`src/rtl/core/mh64_pkg.sv`:
```
// Shared types, constants and command format for the streaming MurmurHash64A block.
package mh64_pkg;

  localparam int unsigned BYTE_W = 8;
  localparam int unsigned WORD_W = 64;
  localparam int unsigned TAIL_W = 56;
  localparam int unsigned TCNT_W = 3;
  localparam int unsigned HALF_W = 32;
  localparam int unsigned ADDR_W = 4;

  // Hash constants.
  localparam logic [WORD_W-1:0] MURMUR_MUL   = 64'hc6a4a7935bd1e995;
  localparam int unsigned       MURMUR_SHIFT = 47;
  localparam logic [WORD_W-1:0] DEFAULT_SEED = 64'h00000000c70f6907;

  // Last byte lane of an 8-byte block.
  localparam logic [TCNT_W-1:0] TAIL_LAST = 3'd7;

  // Command queue depth between the front and the back.
  localparam int unsigned QUEUE_DEPTH = 4;

  // The low 64 bits of a 64 by 64 multiply come from three 32 by 32 partial products.
  localparam logic [1:0] MUL_FIRST = 2'd0;
  localparam logic [1:0] MUL_MID   = 2'd1;
  localparam logic [1:0] MUL_LAST  = 2'd2;

  // Configuration register map, indexed by paddr[3].
  typedef enum logic [0:0] {
    REG_TOTAL_LENGTH = 1'b0,
    REG_SEED         = 1'b1
  } mh64_reg_t;

  // Work handed from the front to the back for one input item.
  typedef struct packed {
    logic              start;     // first byte of a message: load initial hash
    logic [WORD_W-1:0] seed;      // seed captured at the first byte
    logic [WORD_W-1:0] tlen;      // total length captured at the first byte
    logic              absorb;    // data holds a full block to mix in
    logic              close;     // last byte: finish and give a result
    logic [WORD_W-1:0] data;      // full block or leftover tail bytes
    logic [WORD_W-1:0] count;     // bytes in the message so far
    logic              mismatch;  // count differs from configured length
  } mh64_cmd_t;

  // Back sequencer states.
  typedef enum logic [1:0] {
    ST_IDLE,
    ST_DISPATCH,
    ST_MUL,
    ST_OUT
  } mh64_state_t;

  // Which multiply of the hash schedule is running.
  typedef enum logic [2:0] {
    PH_INIT,
    PH_K1,
    PH_K2,
    PH_HB,
    PH_TAIL,
    PH_F1
  } mh64_phase_t;

endpackage

```
`src/rtl/core/mh64_if.sv`:
```
// Valid/ready channel interfaces for message bytes and finished hash results.
interface mh64_msg_if import mh64_pkg::*; ();
  logic              valid;
  logic              ready;
  logic [BYTE_W-1:0] data_byte;
  logic              last;

  modport source (output valid, output data_byte, output last, input ready);
  modport sink   (input valid, input data_byte, input last, output ready);
endinterface

interface mh64_res_if import mh64_pkg::*; ();
  logic              valid;
  logic              ready;
  logic [WORD_W-1:0] hash;
  logic [WORD_W-1:0] byte_count;
  logic              length_mismatch;

  modport source (output valid, output hash, output byte_count, output length_mismatch,
                  input ready);
  modport sink   (input valid, input hash, input byte_count, input length_mismatch,
                  output ready);
endinterface

```
`src/rtl/core/mh64_front.sv`:
```
// Front end: accepts message bytes, gathers 8-byte blocks and issues commands.
module mh64_front import mh64_pkg::*; (
  input  logic              clk,
  input  logic              rst,
  mh64_msg_if.sink          msg,
  input  logic [WORD_W-1:0] total_length,
  input  logic [WORD_W-1:0] seed,
  input  logic              q_full,
  output logic              push,
  output mh64_cmd_t         push_cmd
);

  logic              in_message;
  logic [TAIL_W-1:0] pending_block;
  logic [TCNT_W-1:0] pending_count;
  logic [WORD_W-1:0] bytes_seen;

  logic              accept;
  logic [TCNT_W-1:0] cur_cnt;
  logic [TAIL_W-1:0] cur_blk;
  logic [WORD_W-1:0] cur_bytes;
  logic              block_full;
  logic [WORD_W-1:0] merged;

  // A byte is taken whenever the queue has room for whatever it may cause.
  assign msg.ready = !q_full;
  assign accept    = msg.valid && msg.ready;

  // Classify the byte: message start, block completion and message end.
  always_comb begin
    cur_cnt    = in_message ? pending_count : '0;
    cur_blk    = in_message ? pending_block : '0;
    cur_bytes  = (in_message ? bytes_seen : '0) + WORD_W'(1);
    block_full = (cur_cnt == TAIL_LAST);
    merged     = {{(WORD_W-TAIL_W){1'b0}}, cur_blk}
               | ({{(WORD_W-BYTE_W){1'b0}}, msg.data_byte} << {cur_cnt, 3'b000});

    push_cmd.start    = !in_message;
    push_cmd.seed     = seed;
    push_cmd.tlen     = total_length;
    push_cmd.absorb   = block_full;
    push_cmd.close    = msg.last;
    push_cmd.data     = merged;
    push_cmd.count    = cur_bytes;
    push_cmd.mismatch = (cur_bytes != total_length);

    push = accept && (push_cmd.start || block_full || msg.last);
  end

  // Message assembly state.
  always_ff @(posedge clk) begin
    if (rst) begin
      in_message    <= 1'b0;
      pending_block <= '0;
      pending_count <= '0;
      bytes_seen    <= '0;
    end else if (accept) begin
      if (msg.last) begin
        in_message    <= 1'b0;
        pending_block <= '0;
        pending_count <= '0;
        bytes_seen    <= '0;
      end else begin
        in_message    <= 1'b1;
        pending_block <= block_full ? '0 : merged[TAIL_W-1:0];
        pending_count <= cur_cnt + TCNT_W'(1);
        bytes_seen    <= cur_bytes;
      end
    end
  end

endmodule

```
`src/rtl/core/mh64_queue.sv`:
```
// Small command queue that decouples the front end from the hash engine.
module mh64_queue import mh64_pkg::*; #(
  parameter int unsigned DEPTH = QUEUE_DEPTH
) (
  input  logic      clk,
  input  logic      rst,
  input  logic      push,
  input  mh64_cmd_t push_cmd,
  input  logic      pop,
  output mh64_cmd_t head,
  output logic      empty,
  output logic      full
);

  localparam int unsigned PTR_W = (DEPTH > 1) ? $clog2(DEPTH) : 1;
  localparam int unsigned CNT_W = $clog2(DEPTH + 1);
  localparam logic [PTR_W-1:0] PTR_LAST = PTR_W'(DEPTH - 1);

  mh64_cmd_t        entries [DEPTH];
  logic [PTR_W-1:0] wr_ptr;
  logic [PTR_W-1:0] rd_ptr;
  logic [CNT_W-1:0] fill;

  assign empty = (fill == '0);
  assign full  = (fill == CNT_W'(DEPTH));
  assign head  = entries[rd_ptr];

  // Entry storage.
  always_ff @(posedge clk) begin
    if (push) begin
      entries[wr_ptr] <= push_cmd;
    end
  end

  // Pointers and fill level.
  always_ff @(posedge clk) begin
    if (rst) begin
      wr_ptr <= '0;
      rd_ptr <= '0;
      fill   <= '0;
    end else begin
      if (push) begin
        wr_ptr <= (wr_ptr == PTR_LAST) ? '0 : wr_ptr + PTR_W'(1);
      end
      if (pop) begin
        rd_ptr <= (rd_ptr == PTR_LAST) ? '0 : rd_ptr + PTR_W'(1);
      end
      if (push && !pop) begin
        fill <= fill + CNT_W'(1);
      end else if (pop && !push) begin
        fill <= fill - CNT_W'(1);
      end
    end
  end

endmodule

```
`src/rtl/core/mh64_back.sv`:
```
// Hash engine: runs the MurmurHash64A schedule on one shared 32x32 multiplier.
module mh64_back import mh64_pkg::*; (
  input  logic      clk,
  input  logic      rst,
  input  mh64_cmd_t head,
  input  logic      empty,
  output logic      pop,
  mh64_res_if.source res
);

  localparam logic [HALF_W-1:0] MUL_LO = MURMUR_MUL[HALF_W-1:0];
  localparam logic [HALF_W-1:0] MUL_HI = MURMUR_MUL[WORD_W-1:HALF_W];

  mh64_state_t       state, state_next;
  mh64_phase_t       phase, phase_next;
  logic [1:0]        mcnt, mcnt_next;
  logic              do_start, do_start_next;
  logic              do_absorb, do_absorb_next;
  logic              do_close, do_close_next;
  mh64_cmd_t         cmd, cmd_next;
  logic [WORD_W-1:0] h, h_next;
  logic [WORD_W-1:0] x, x_next;
  logic [WORD_W-1:0] p, p_next;
  logic [WORD_W-1:0] fin, fin_next;
  logic              res_valid, res_valid_next;
  logic [WORD_W-1:0] res_hash, res_hash_next;
  logic [WORD_W-1:0] res_count, res_count_next;
  logic              res_mismatch, res_mismatch_next;

  logic [HALF_W-1:0] mul_a;
  logic [HALF_W-1:0] mul_b;
  logic [WORD_W-1:0] partial;
  logic [WORD_W-1:0] prod;

  // One partial product per cycle; the low 64 bits need three of them.
  always_comb begin
    case (mcnt)
      MUL_FIRST: begin
        mul_a = x[HALF_W-1:0];
        mul_b = MUL_LO;
      end
      MUL_MID: begin
        mul_a = x[WORD_W-1:HALF_W];
        mul_b = MUL_LO;
      end
      default: begin
        mul_a = x[HALF_W-1:0];
        mul_b = MUL_HI;
      end
    endcase
    partial = {{HALF_W{1'b0}}, mul_a} * {{HALF_W{1'b0}}, mul_b};
    prod    = (mcnt == MUL_FIRST) ? partial : p + {partial[HALF_W-1:0], {HALF_W{1'b0}}};
  end

  assign res.valid           = res_valid;
  assign res.hash            = res_hash;
  assign res.byte_count      = res_count;
  assign res.length_mismatch = res_mismatch;

  // Sequencer: next state and datapath updates.
  always_comb begin
    state_next        = state;
    phase_next        = phase;
    mcnt_next         = mcnt;
    do_start_next     = do_start;
    do_absorb_next    = do_absorb;
    do_close_next     = do_close;
    cmd_next          = cmd;
    h_next            = h;
    x_next            = x;
    p_next            = p;
    fin_next          = fin;
    res_valid_next    = res_valid && !res.ready;
    res_hash_next     = res_hash;
    res_count_next    = res_count;
    res_mismatch_next = res_mismatch;
    pop               = 1'b0;

    case (state)
      ST_IDLE: begin
        if (!empty) begin
          pop            = 1'b1;
          cmd_next       = head;
          do_start_next  = head.start;
          do_absorb_next = head.absorb;
          do_close_next  = head.close;
          state_next     = ST_DISPATCH;
        end
      end

      // Pick the next piece of work of the current command, in hash order.
      ST_DISPATCH: begin
        mcnt_next = MUL_FIRST;
        if (do_start) begin
          do_start_next = 1'b0;
          x_next        = cmd.tlen;
          phase_next    = PH_INIT;
          state_next    = ST_MUL;
        end else if (do_absorb) begin
          do_absorb_next = 1'b0;
          x_next         = cmd.data;
          phase_next     = PH_K1;
          state_next     = ST_MUL;
        end else if (do_close) begin
          do_close_next = 1'b0;
          state_next    = ST_MUL;
          if (!cmd.absorb) begin
            x_next     = h ^ cmd.data;
            phase_next = PH_TAIL;
          end else begin
            x_next     = h ^ (h >> MURMUR_SHIFT);
            phase_next = PH_F1;
          end
        end else begin
          state_next = ST_IDLE;
        end
      end

      // Multiply x by the hash constant, then chain to the next step.
      ST_MUL: begin
        p_next    = prod;
        mcnt_next = mcnt + 2'd1;
        if (mcnt == MUL_LAST) begin
          mcnt_next = MUL_FIRST;
          case (phase)
            PH_INIT: begin
              h_next     = cmd.seed ^ prod;
              state_next = ST_DISPATCH;
            end
            PH_K1: begin
              x_next     = prod ^ (prod >> MURMUR_SHIFT);
              phase_next = PH_K2;
            end
            PH_K2: begin
              x_next     = h ^ prod;
              phase_next = PH_HB;
            end
            PH_HB: begin
              h_next     = prod;
              state_next = ST_DISPATCH;
            end
            PH_TAIL: begin
              x_next     = prod ^ (prod >> MURMUR_SHIFT);
              phase_next = PH_F1;
            end
            default: begin
              fin_next   = prod ^ (prod >> MURMUR_SHIFT);
              state_next = ST_OUT;
            end
          endcase
        end
      end

      // Hand the finished hash to the output register once it is free.
      ST_OUT: begin
        if (!res_valid || res.ready) begin
          res_valid_next    = 1'b1;
          res_hash_next     = fin;
          res_count_next    = cmd.count;
          res_mismatch_next = cmd.mismatch;
          state_next        = ST_IDLE;
        end
      end

      default: begin
        state_next = ST_IDLE;
      end
    endcase
  end

  // Control registers.
  always_ff @(posedge clk) begin
    if (rst) begin
      state     <= ST_IDLE;
      phase     <= PH_INIT;
      mcnt      <= MUL_FIRST;
      do_start  <= 1'b0;
      do_absorb <= 1'b0;
      do_close  <= 1'b0;
      res_valid <= 1'b0;
    end else begin
      state     <= state_next;
      phase     <= phase_next;
      mcnt      <= mcnt_next;
      do_start  <= do_start_next;
      do_absorb <= do_absorb_next;
      do_close  <= do_close_next;
      res_valid <= res_valid_next;
    end
  end

  // Datapath registers.
  always_ff @(posedge clk) begin
    cmd          <= cmd_next;
    h            <= h_next;
    x            <= x_next;
    p            <= p_next;
    fin          <= fin_next;
    res_hash     <= res_hash_next;
    res_count    <= res_count_next;
    res_mismatch <= res_mismatch_next;
  end

endmodule

```
`src/rtl/core/murmur64a_stream_hash.sv`:
```
// Top level of the streaming MurmurHash64A block with its configuration registers.
//
// Usage: message bytes arrive on the msg channel, one item per byte, in order,
// with last set on the final byte. One result item per message leaves on the
// res channel: the 64-bit hash, the byte count and a length mismatch flag.
// total_length (address 0x0) and seed (address 0x8) are for the user to write over
// the APB port only while no message is being processed; the block does not enforce
// this. The values seen at a message's first byte set its initial hash, and the
// mismatch check uses total_length as it stands at the last byte.
// Throughput: the front takes one byte per cycle while the command queue has
// room. Each 64-bit product is three partial products on the single 32x32
// multiplier; an 8-byte block takes three such products and a message start
// one, plus ST_IDLE to fetch the command and ST_DISPATCH to find it finished.
// The queue lets the front keep taking bytes while the engine is still busy.
// The last byte's command runs any start and block products, then the tail and
// final products (tail skipped when it completes a block), then ST_OUT.
// Reset empties the queue, closes any open message and restores the default
// seed and a zero length. A stalled res channel holds its item; the engine
// then waits with its next result and the queue fills until msg stalls too.
module murmur64a_stream_hash import mh64_pkg::*; #(
  parameter int unsigned DEPTH = QUEUE_DEPTH
) (
  input  logic              clk,
  input  logic              rst,
  mh64_msg_if.sink          msg,
  mh64_res_if.source        res,
  input  logic              psel,
  input  logic              penable,
  input  logic              pwrite,
  input  logic [ADDR_W-1:0] paddr,
  input  logic [WORD_W-1:0] pwdata,
  output logic [WORD_W-1:0] prdata,
  output logic              pready
);

  logic [WORD_W-1:0] total_length;
  logic [WORD_W-1:0] seed;
  mh64_reg_t         reg_sel;

  logic      q_push;
  mh64_cmd_t q_push_cmd;
  logic      q_pop;
  mh64_cmd_t q_head;
  logic      q_empty;
  logic      q_full;

  // Register decode: each register occupies an 8-byte slot.
  assign reg_sel = mh64_reg_t'(paddr[3]);
  assign pready  = 1'b1;

  always_ff @(posedge clk) begin
    if (rst) begin
      total_length <= '0;
      seed         <= DEFAULT_SEED;
    end else if (psel && penable && pwrite) begin
      case (reg_sel)
        REG_TOTAL_LENGTH: total_length <= pwdata;
        REG_SEED:         seed         <= pwdata;
        default: ;
      endcase
    end
  end

  // Read-back of the configuration registers.
  always_comb begin
    case (reg_sel)
      REG_TOTAL_LENGTH: prdata = total_length;
      REG_SEED:         prdata = seed;
      default:          prdata = '0;
    endcase
  end

  mh64_front u_front (
    .clk          (clk),
    .rst          (rst),
    .msg          (msg),
    .total_length (total_length),
    .seed         (seed),
    .q_full       (q_full),
    .push         (q_push),
    .push_cmd     (q_push_cmd)
  );

  mh64_queue #(
    .DEPTH (DEPTH)
  ) u_queue (
    .clk      (clk),
    .rst      (rst),
    .push     (q_push),
    .push_cmd (q_push_cmd),
    .pop      (q_pop),
    .head     (q_head),
    .empty    (q_empty),
    .full     (q_full)
  );

  mh64_back u_back (
    .clk   (clk),
    .rst   (rst),
    .head  (q_head),
    .empty (q_empty),
    .pop   (q_pop),
    .res   (res)
  );

endmodule

```
`src/flat_wrapper.sv`:
```
// flat-port wrapper written by rule: the top's interface ports become plain ports
module murmur64a_stream_hash_flat import mh64_pkg::*;
#(
  parameter int unsigned DEPTH = QUEUE_DEPTH
)
  (clk, rst, psel, penable, pwrite, paddr, pwdata, prdata, pready, msg_valid, msg_data_byte, msg_last, msg_ready, res_valid, res_hash, res_byte_count, res_length_mismatch, res_ready);
  mh64_msg_if msg_i ();
  mh64_res_if res_i ();
  input  logic clk;
  input  logic rst;
  input  logic psel;
  input  logic penable;
  input  logic pwrite;
  input  logic [ADDR_W-1:0] paddr;
  input  logic [WORD_W-1:0] pwdata;
  output logic [WORD_W-1:0] prdata;
  output logic pready;
  input wire logic [$bits(msg_i.valid)-1:0] msg_valid;
  input wire logic [$bits(msg_i.data_byte)-1:0] msg_data_byte;
  input wire logic [$bits(msg_i.last)-1:0] msg_last;
  output wire logic [$bits(msg_i.ready)-1:0] msg_ready;
  output wire logic [$bits(res_i.valid)-1:0] res_valid;
  output wire logic [$bits(res_i.hash)-1:0] res_hash;
  output wire logic [$bits(res_i.byte_count)-1:0] res_byte_count;
  output wire logic [$bits(res_i.length_mismatch)-1:0] res_length_mismatch;
  input wire logic [$bits(res_i.ready)-1:0] res_ready;
  assign msg_i.valid = msg_valid;
  assign msg_i.data_byte = msg_data_byte;
  assign msg_i.last = msg_last;
  assign msg_ready = msg_i.ready;
  assign res_valid = res_i.valid;
  assign res_hash = res_i.hash;
  assign res_byte_count = res_i.byte_count;
  assign res_length_mismatch = res_i.length_mismatch;
  assign res_i.ready = res_ready;
  murmur64a_stream_hash #(.DEPTH(DEPTH)) u_core (.clk(clk), .rst(rst), .msg(msg_i), .res(res_i), .psel(psel), .penable(penable), .pwrite(pwrite), .paddr(paddr), .pwdata(pwdata), .prdata(prdata), .pready(pready));
endmodule
```
`config.mk`:
```
export PLATFORM = sky130hd
export DESIGN_NAME = murmur64a_stream_hash_flat
export DESIGN_NICKNAME = d
export VERILOG_FILES = /design/src/rtl/core/mh64_pkg.sv /design/src/rtl/core/mh64_if.sv /design/src/rtl/core/mh64_front.sv /design/src/rtl/core/mh64_queue.sv /design/src/rtl/core/mh64_back.sv /design/src/rtl/core/murmur64a_stream_hash.sv /design/src/flat_wrapper.sv
export SDC_FILE = /design/constraint.sdc
export NUM_CORES = 2
export LEC_CHECK = 0
export BUFFER_PORTS_ARGS = -buffer_cell sky130_fd_sc_hd__buf_2
export CORE_UTILIZATION = 40
export DETAILED_ROUTE_END_ITERATION = 10
export PLACE_DENSITY = 0.6
export SYNTH_ARGS = -nofsm -noshare
export SYNTH_HDL_FRONTEND = slang
export SYNTH_HIERARCHICAL = 1
export SYNTH_SLANG_ARGS = --single-unit
```
`constraint.sdc`:
```
create_clock -name clk -period 36.5 [get_ports clk]
set_input_delay 7.3 -clock clk [delete_from_list [all_inputs] [get_ports clk]]
set_output_delay 7.3 -clock clk [all_outputs]
set_load 0.01 [all_outputs]
```
== Word level (Yosys, flattened, before mapping) ==
Memory sizes are Yosys's and may differ from the RTL's. A register that Yosys moved wholly into a read port is not among the register bits.
Cells that the tools add are included.

* Register bits after elaboration: 913
* Bits in writable memories: 1040
* Input bits: 84
* Output and inout bits: 196
* Word-level logic and storage cells: 171
* Memories: 1

* $add $sub $neg: 8
* Multipliers: 1
* Equality and inequality tests: 23
* Shift operators: 1
* Mux-type cells: 58
* Bitwise logic cells: 9
* Reductions and logical operators: 41

{| class="wikitable"
|+ Memories
! memory !! words !! bits a word !! read ports !! clocked after Yosys merged registers in !! wr ports !! RTL line !! text
|-
| u_core.u_queue.entries || 4 || 260 || 1 || 1 || 1 || mh64_queue.sv:19 || <nowiki>mh64_cmd_t entries [DEPTH];</nowiki>
|}

{| class="wikitable"
|+ Operators with widths
! operator !! count
|-
| $mux W64 || 8
|-
| $pmux W64 S2 || 4
|-
| $xor A64 B64 Y64 || 3
|-
| $mux W56 || 3
|-
| $xor A64 B17 Y64 || 2
|-
| $add A64 B1 Y64 const B || 1
|-
| $add A64 B64 Y64 || 1
|-
| $mul A32 B32 Y64 || 1
|-
| $mux W32 || 2
|-
| $ne A64 B64 Y1 || 1
|-
| $or A56 B64 Y64 || 1
|-
| $shl A8 B6 Y64 || 1
|-
| $mux W3 || 8
|-
| $mux W2 || 11
|-
| $reduce_and A4 Y1 || 4
|-
| $mux W1 || 14
|-
| $ne A2 B2 Y1 const B || 6
|-
| $eq A2 B2 Y1 const B || 5
|-
| $reduce_and A2 Y1 || 5
|-
| $eq A3 B3 Y1 const B || 3
|-
| $pmux W3 S3 || 1
|-
| $reduce_and A3 Y1 || 3
|-
| $ne A4 B4 Y1 const B || 2
|-
| $pmux W2 S2 || 2
|-
| other kinds (20) || 49
|}

== Longest topological paths before layout ==
* Word-level depth: 10
* Gate-level depth with buffers: 42
* Gate-level depth less buffers: 40

== Cells and area by module ==
Netlist, hierarchy kept.

{| class="wikitable"
|+ Modules (own cells, without submodules)
! module !! instances !! cells each !! area each (um^2) !! seq. area each (um^2)
|-
| mh64_back || 1 || 4577 || 52569.2 || 19528.7
|-
| mh64_queue || 1 || 1402 || 37950.1 || 31410.1
|-
| mh64_front || 1 || 1257 || 9450.3 || 2482.4
|-
| murmur64a_stream_hash || 1 || 578 || 6047.0 || 2562.5
|}

== Worst setup path before layout ==
OpenSTA, ideal clock, no wires.

* Path kind: input to output
* From: input port paddr[3]
* To: output port prdata[10]
* Arrival: 8.057 ns
* Data required time: 29.200 ns
* Slack: 21.143 ns
* Stages: 3
* Path buffers: 2
* Path through: buf_2 -> buf_2 -> mux2_2

* Cells in the longest elaborated chain, start to end: 2

{| class="wikitable"
|+ RTL lines
! element !! RTL line !! text
|-
| from (decl) || flat_wrapper.sv:14 || <nowiki>input logic [ADDR_W-1:0] paddr;</nowiki>
|-
| $not A1 Y1 || murmur64a_stream_hash.sv:66 || <nowiki>case (reg_sel)</nowiki>
|-
| $pmux W64 S2 (*) || murmur64a_stream_hash.sv:66 ||
|-
| to (decl) || flat_wrapper.sv:16 || <nowiki>output logic [WORD_W-1:0] prdata;</nowiki>
|}

Every way passes the cells marked *; elsewhere a longest branch is shown, timed or not.

== Worst setup path after layout ==
* From: input port paddr[3]
* To: output port prdata[36]

The elaborated chain is that of the path after synthesis.

==> results.cfg <==
[yosys]
async_flop_share_pct = 0
synth_edf_count = 1683
post_synth.cell_area_avg_um2 = 13.57
synth_top_area_share_pct = 47.67
synthFlopType = edfxtp_1
synth_area_leader_cell = edfxtp_1
seq_area_frac_synth_pct = 52.81
synth_cell_type_count = 110
yosys_warnings = 6
ys_ff_latch = 1955
syn_area_um2 = 106000
syn_inst = 7814
ys_top_cells_by_area = edfxtp_1 (48%), fa_1 (11%), mux4_2 (5.5%)

[cts]
clk-insertion-delay-late_ps = 880
cts_made_buffers = 210
root_buffer = clkbuf_16
cts_tree = yes
post-cts-setup-buffers = 0
htreeDepth = 4
cts_resized = 0
clkTransAtPathRegs_ps = 60
hold_buffers = 0
cts.path.max_buffers = 4
clock-sinks = 1955

[critical_path]
rr_startpoint = u_core/u_back/mcnt[0]$_SDFFE_PP0P_
startpoint_type = input pin
critical_path_class = input pin to primary output
required_ps = 29200
arrival_ps = 8720
endpoint_kind = primary output
r2r_setup_slack_ps = 23720
crit_fanout = 68
critical_path.reg2reg.endpoint = u_core/u_back/x[9]$_DFFE_PP_
reg2regPathDepth = 36

[min_path]
min_from = u_core/u_back/cmd[55]$_DFFE_PP_
hold_depth = 0
hold_end = u_core/u_back/res.byte_count[54]$_DFFE_PP_
worstHoldPathType = flip-flop to flip-flop

[timing]
rsz0062_at_grt = no
fin_crit_sh_pct = 43.88
fmax_ghz = 0.06244
finalSetupViolCount = 0
tightest_slew_ps = 1316
final.setup.tns_ps = 0
slew_violations = 0
slew-limit-headroom_pct = 9.750
skew_ps = 106.6
setup_ws_ps = 20480
hold_violations = 0
finalCriticalPeriod_ps = 16020

[final_layout]
nets = 9073
reg_top3 = u_core/u_queue/entries (1040), u_core/u_back/cmd (258)
largest_reg_flops = 1040
ff_latch_area_um2 = 56000
final_layout_size_suffix_gt1_share_pct = 14.39
final_common_cell = edfxtp_1
final_cell_mix = edfxtp_1 (1683), inv_1 (853), fa_1 (608), nand2_1 (460), ha_1 (446)
top_register = u_core/u_queue/entries
multiInputGateArea_um2 = 44340
fill_cells = 23818
area_growth_pct = 10.59

[floorplan]
ios = 280
fp.dieArea_um2 = 267100
initial_core_util_pct = 40.31
die_y_um = 516.8
core-area_um2 = 263000
placementRows = 188
die_w_um = 516.8

[placed_design]
hpwl_um = 240700
portBuffers = 275
gp_routability_congestion = 0.9548
place_ws_ps = 20510

[grt]
antenna_found_initial = 25
grt_start_max_net_pins = 152
grt_pass1_vias = 64077
grt_usage_pct = 24.14
grt_overflow = 0
grt_pass1_wl_um = 461400

[drt]
via_per_inst = 5.468
routed_wl_um = 323300
dr.pass1.iters = 6
ant_nets = 0
drc = 0
drt_iter0_drc = 6010
vias = 63606
wl_per_cell_um = 27.79

[run_status]
outcome = completed

[run]
drv_cap = 0
worst max-delay path by stage:
stage | depth (start not counted) | end | start
after floorplan | 3 | prdata[10] | paddr[3]
after global placement | 3 | prdata[36] | paddr[3]
after detailed placement | 3 | prdata[36] | paddr[3]
after CTS | 3 | prdata[36] | paddr[3]
after global routing | 3 | prdata[36] | paddr[3]
final | 3 | prdata[36] | paddr[3]
cell usage after synthesis (all sizes together) (135+ instances only):
| library cell | number |
|---|---|
| a21oi | 333 |
| buf | 270 |
| clkbuf | 213 |
| dfxtp | 272 |
| edfxtp | 1683 |
| fa | 608 |
| ha | 447 |
| inv | 854 |
| mux2i | 246 |
| mux4 | 260 |
| nand2 | 462 |
| nand2b | 201 |
| nor2 | 421 |
| xnor2 | 242 |
| xor2 | 135 |
metrics by stage:
stage / hold slack (ps) / util, % / instance area [µm²] / std cells
5_1_grt: 385.8 / 44.57 / 117200 / 11619
4_1_cts: 375.1 / 44.57 / 117200 / 11617
3_5_place_dp: 404.5 / 41.92 / 110200 / 11237
3_3_place_gp: 405.9 / 41.92 / 110200 / 11237
2_1_floorplan: 400.3 / - / 106000 / 7817
6_report: 380.7 / 44.58 / 117200 / 11633
final cells by class:
cell class | instances | area share (%)
Timing Repair Buffer | 388 | 1.962
Sequential cell | 1955 | 47.77
Tap cell | 3515 | 3.751
Multi-Input combinational cell | 4524 | 37.82
Clock inverter | 109 | 1.062
Clock buffer | 271 | 4.868
Inverter | 855 | 2.737
Antenna cell | 16 | 0.03415
routing by layer:
layer	global-route usage, %	part of all wire [%]	vias up
met5	0	0.017	-
met4	8.534	3.9	8
met3	3.776	7.1	441
met2	38.64	47	2431
met1	33.33	42	32810
li1	-	-	27916
worst max-delay path, stage by stage:
cell and delay (ps):
buf_4 720, mux2_2 450, buf_2 150
kinds of logic after synthesis:
logic type                 after synthesis  share of synthesized area, %
adders and majority gates             1055                         16.76
other                                    3                       0.01062
xor gates and xnor gates               381                         3.208
DFF                                   1955                         52.81
buffers and inverters                 1338                         5.494
AOI/OAI and AO/OA                      963                         5.946
and+or+nand+nor                       1538                         7.121
muxes                                  581                         8.658
Power is not shown: default switching activity piles up to over one toggle a cycle in this logic, so the estimate is an artifact.
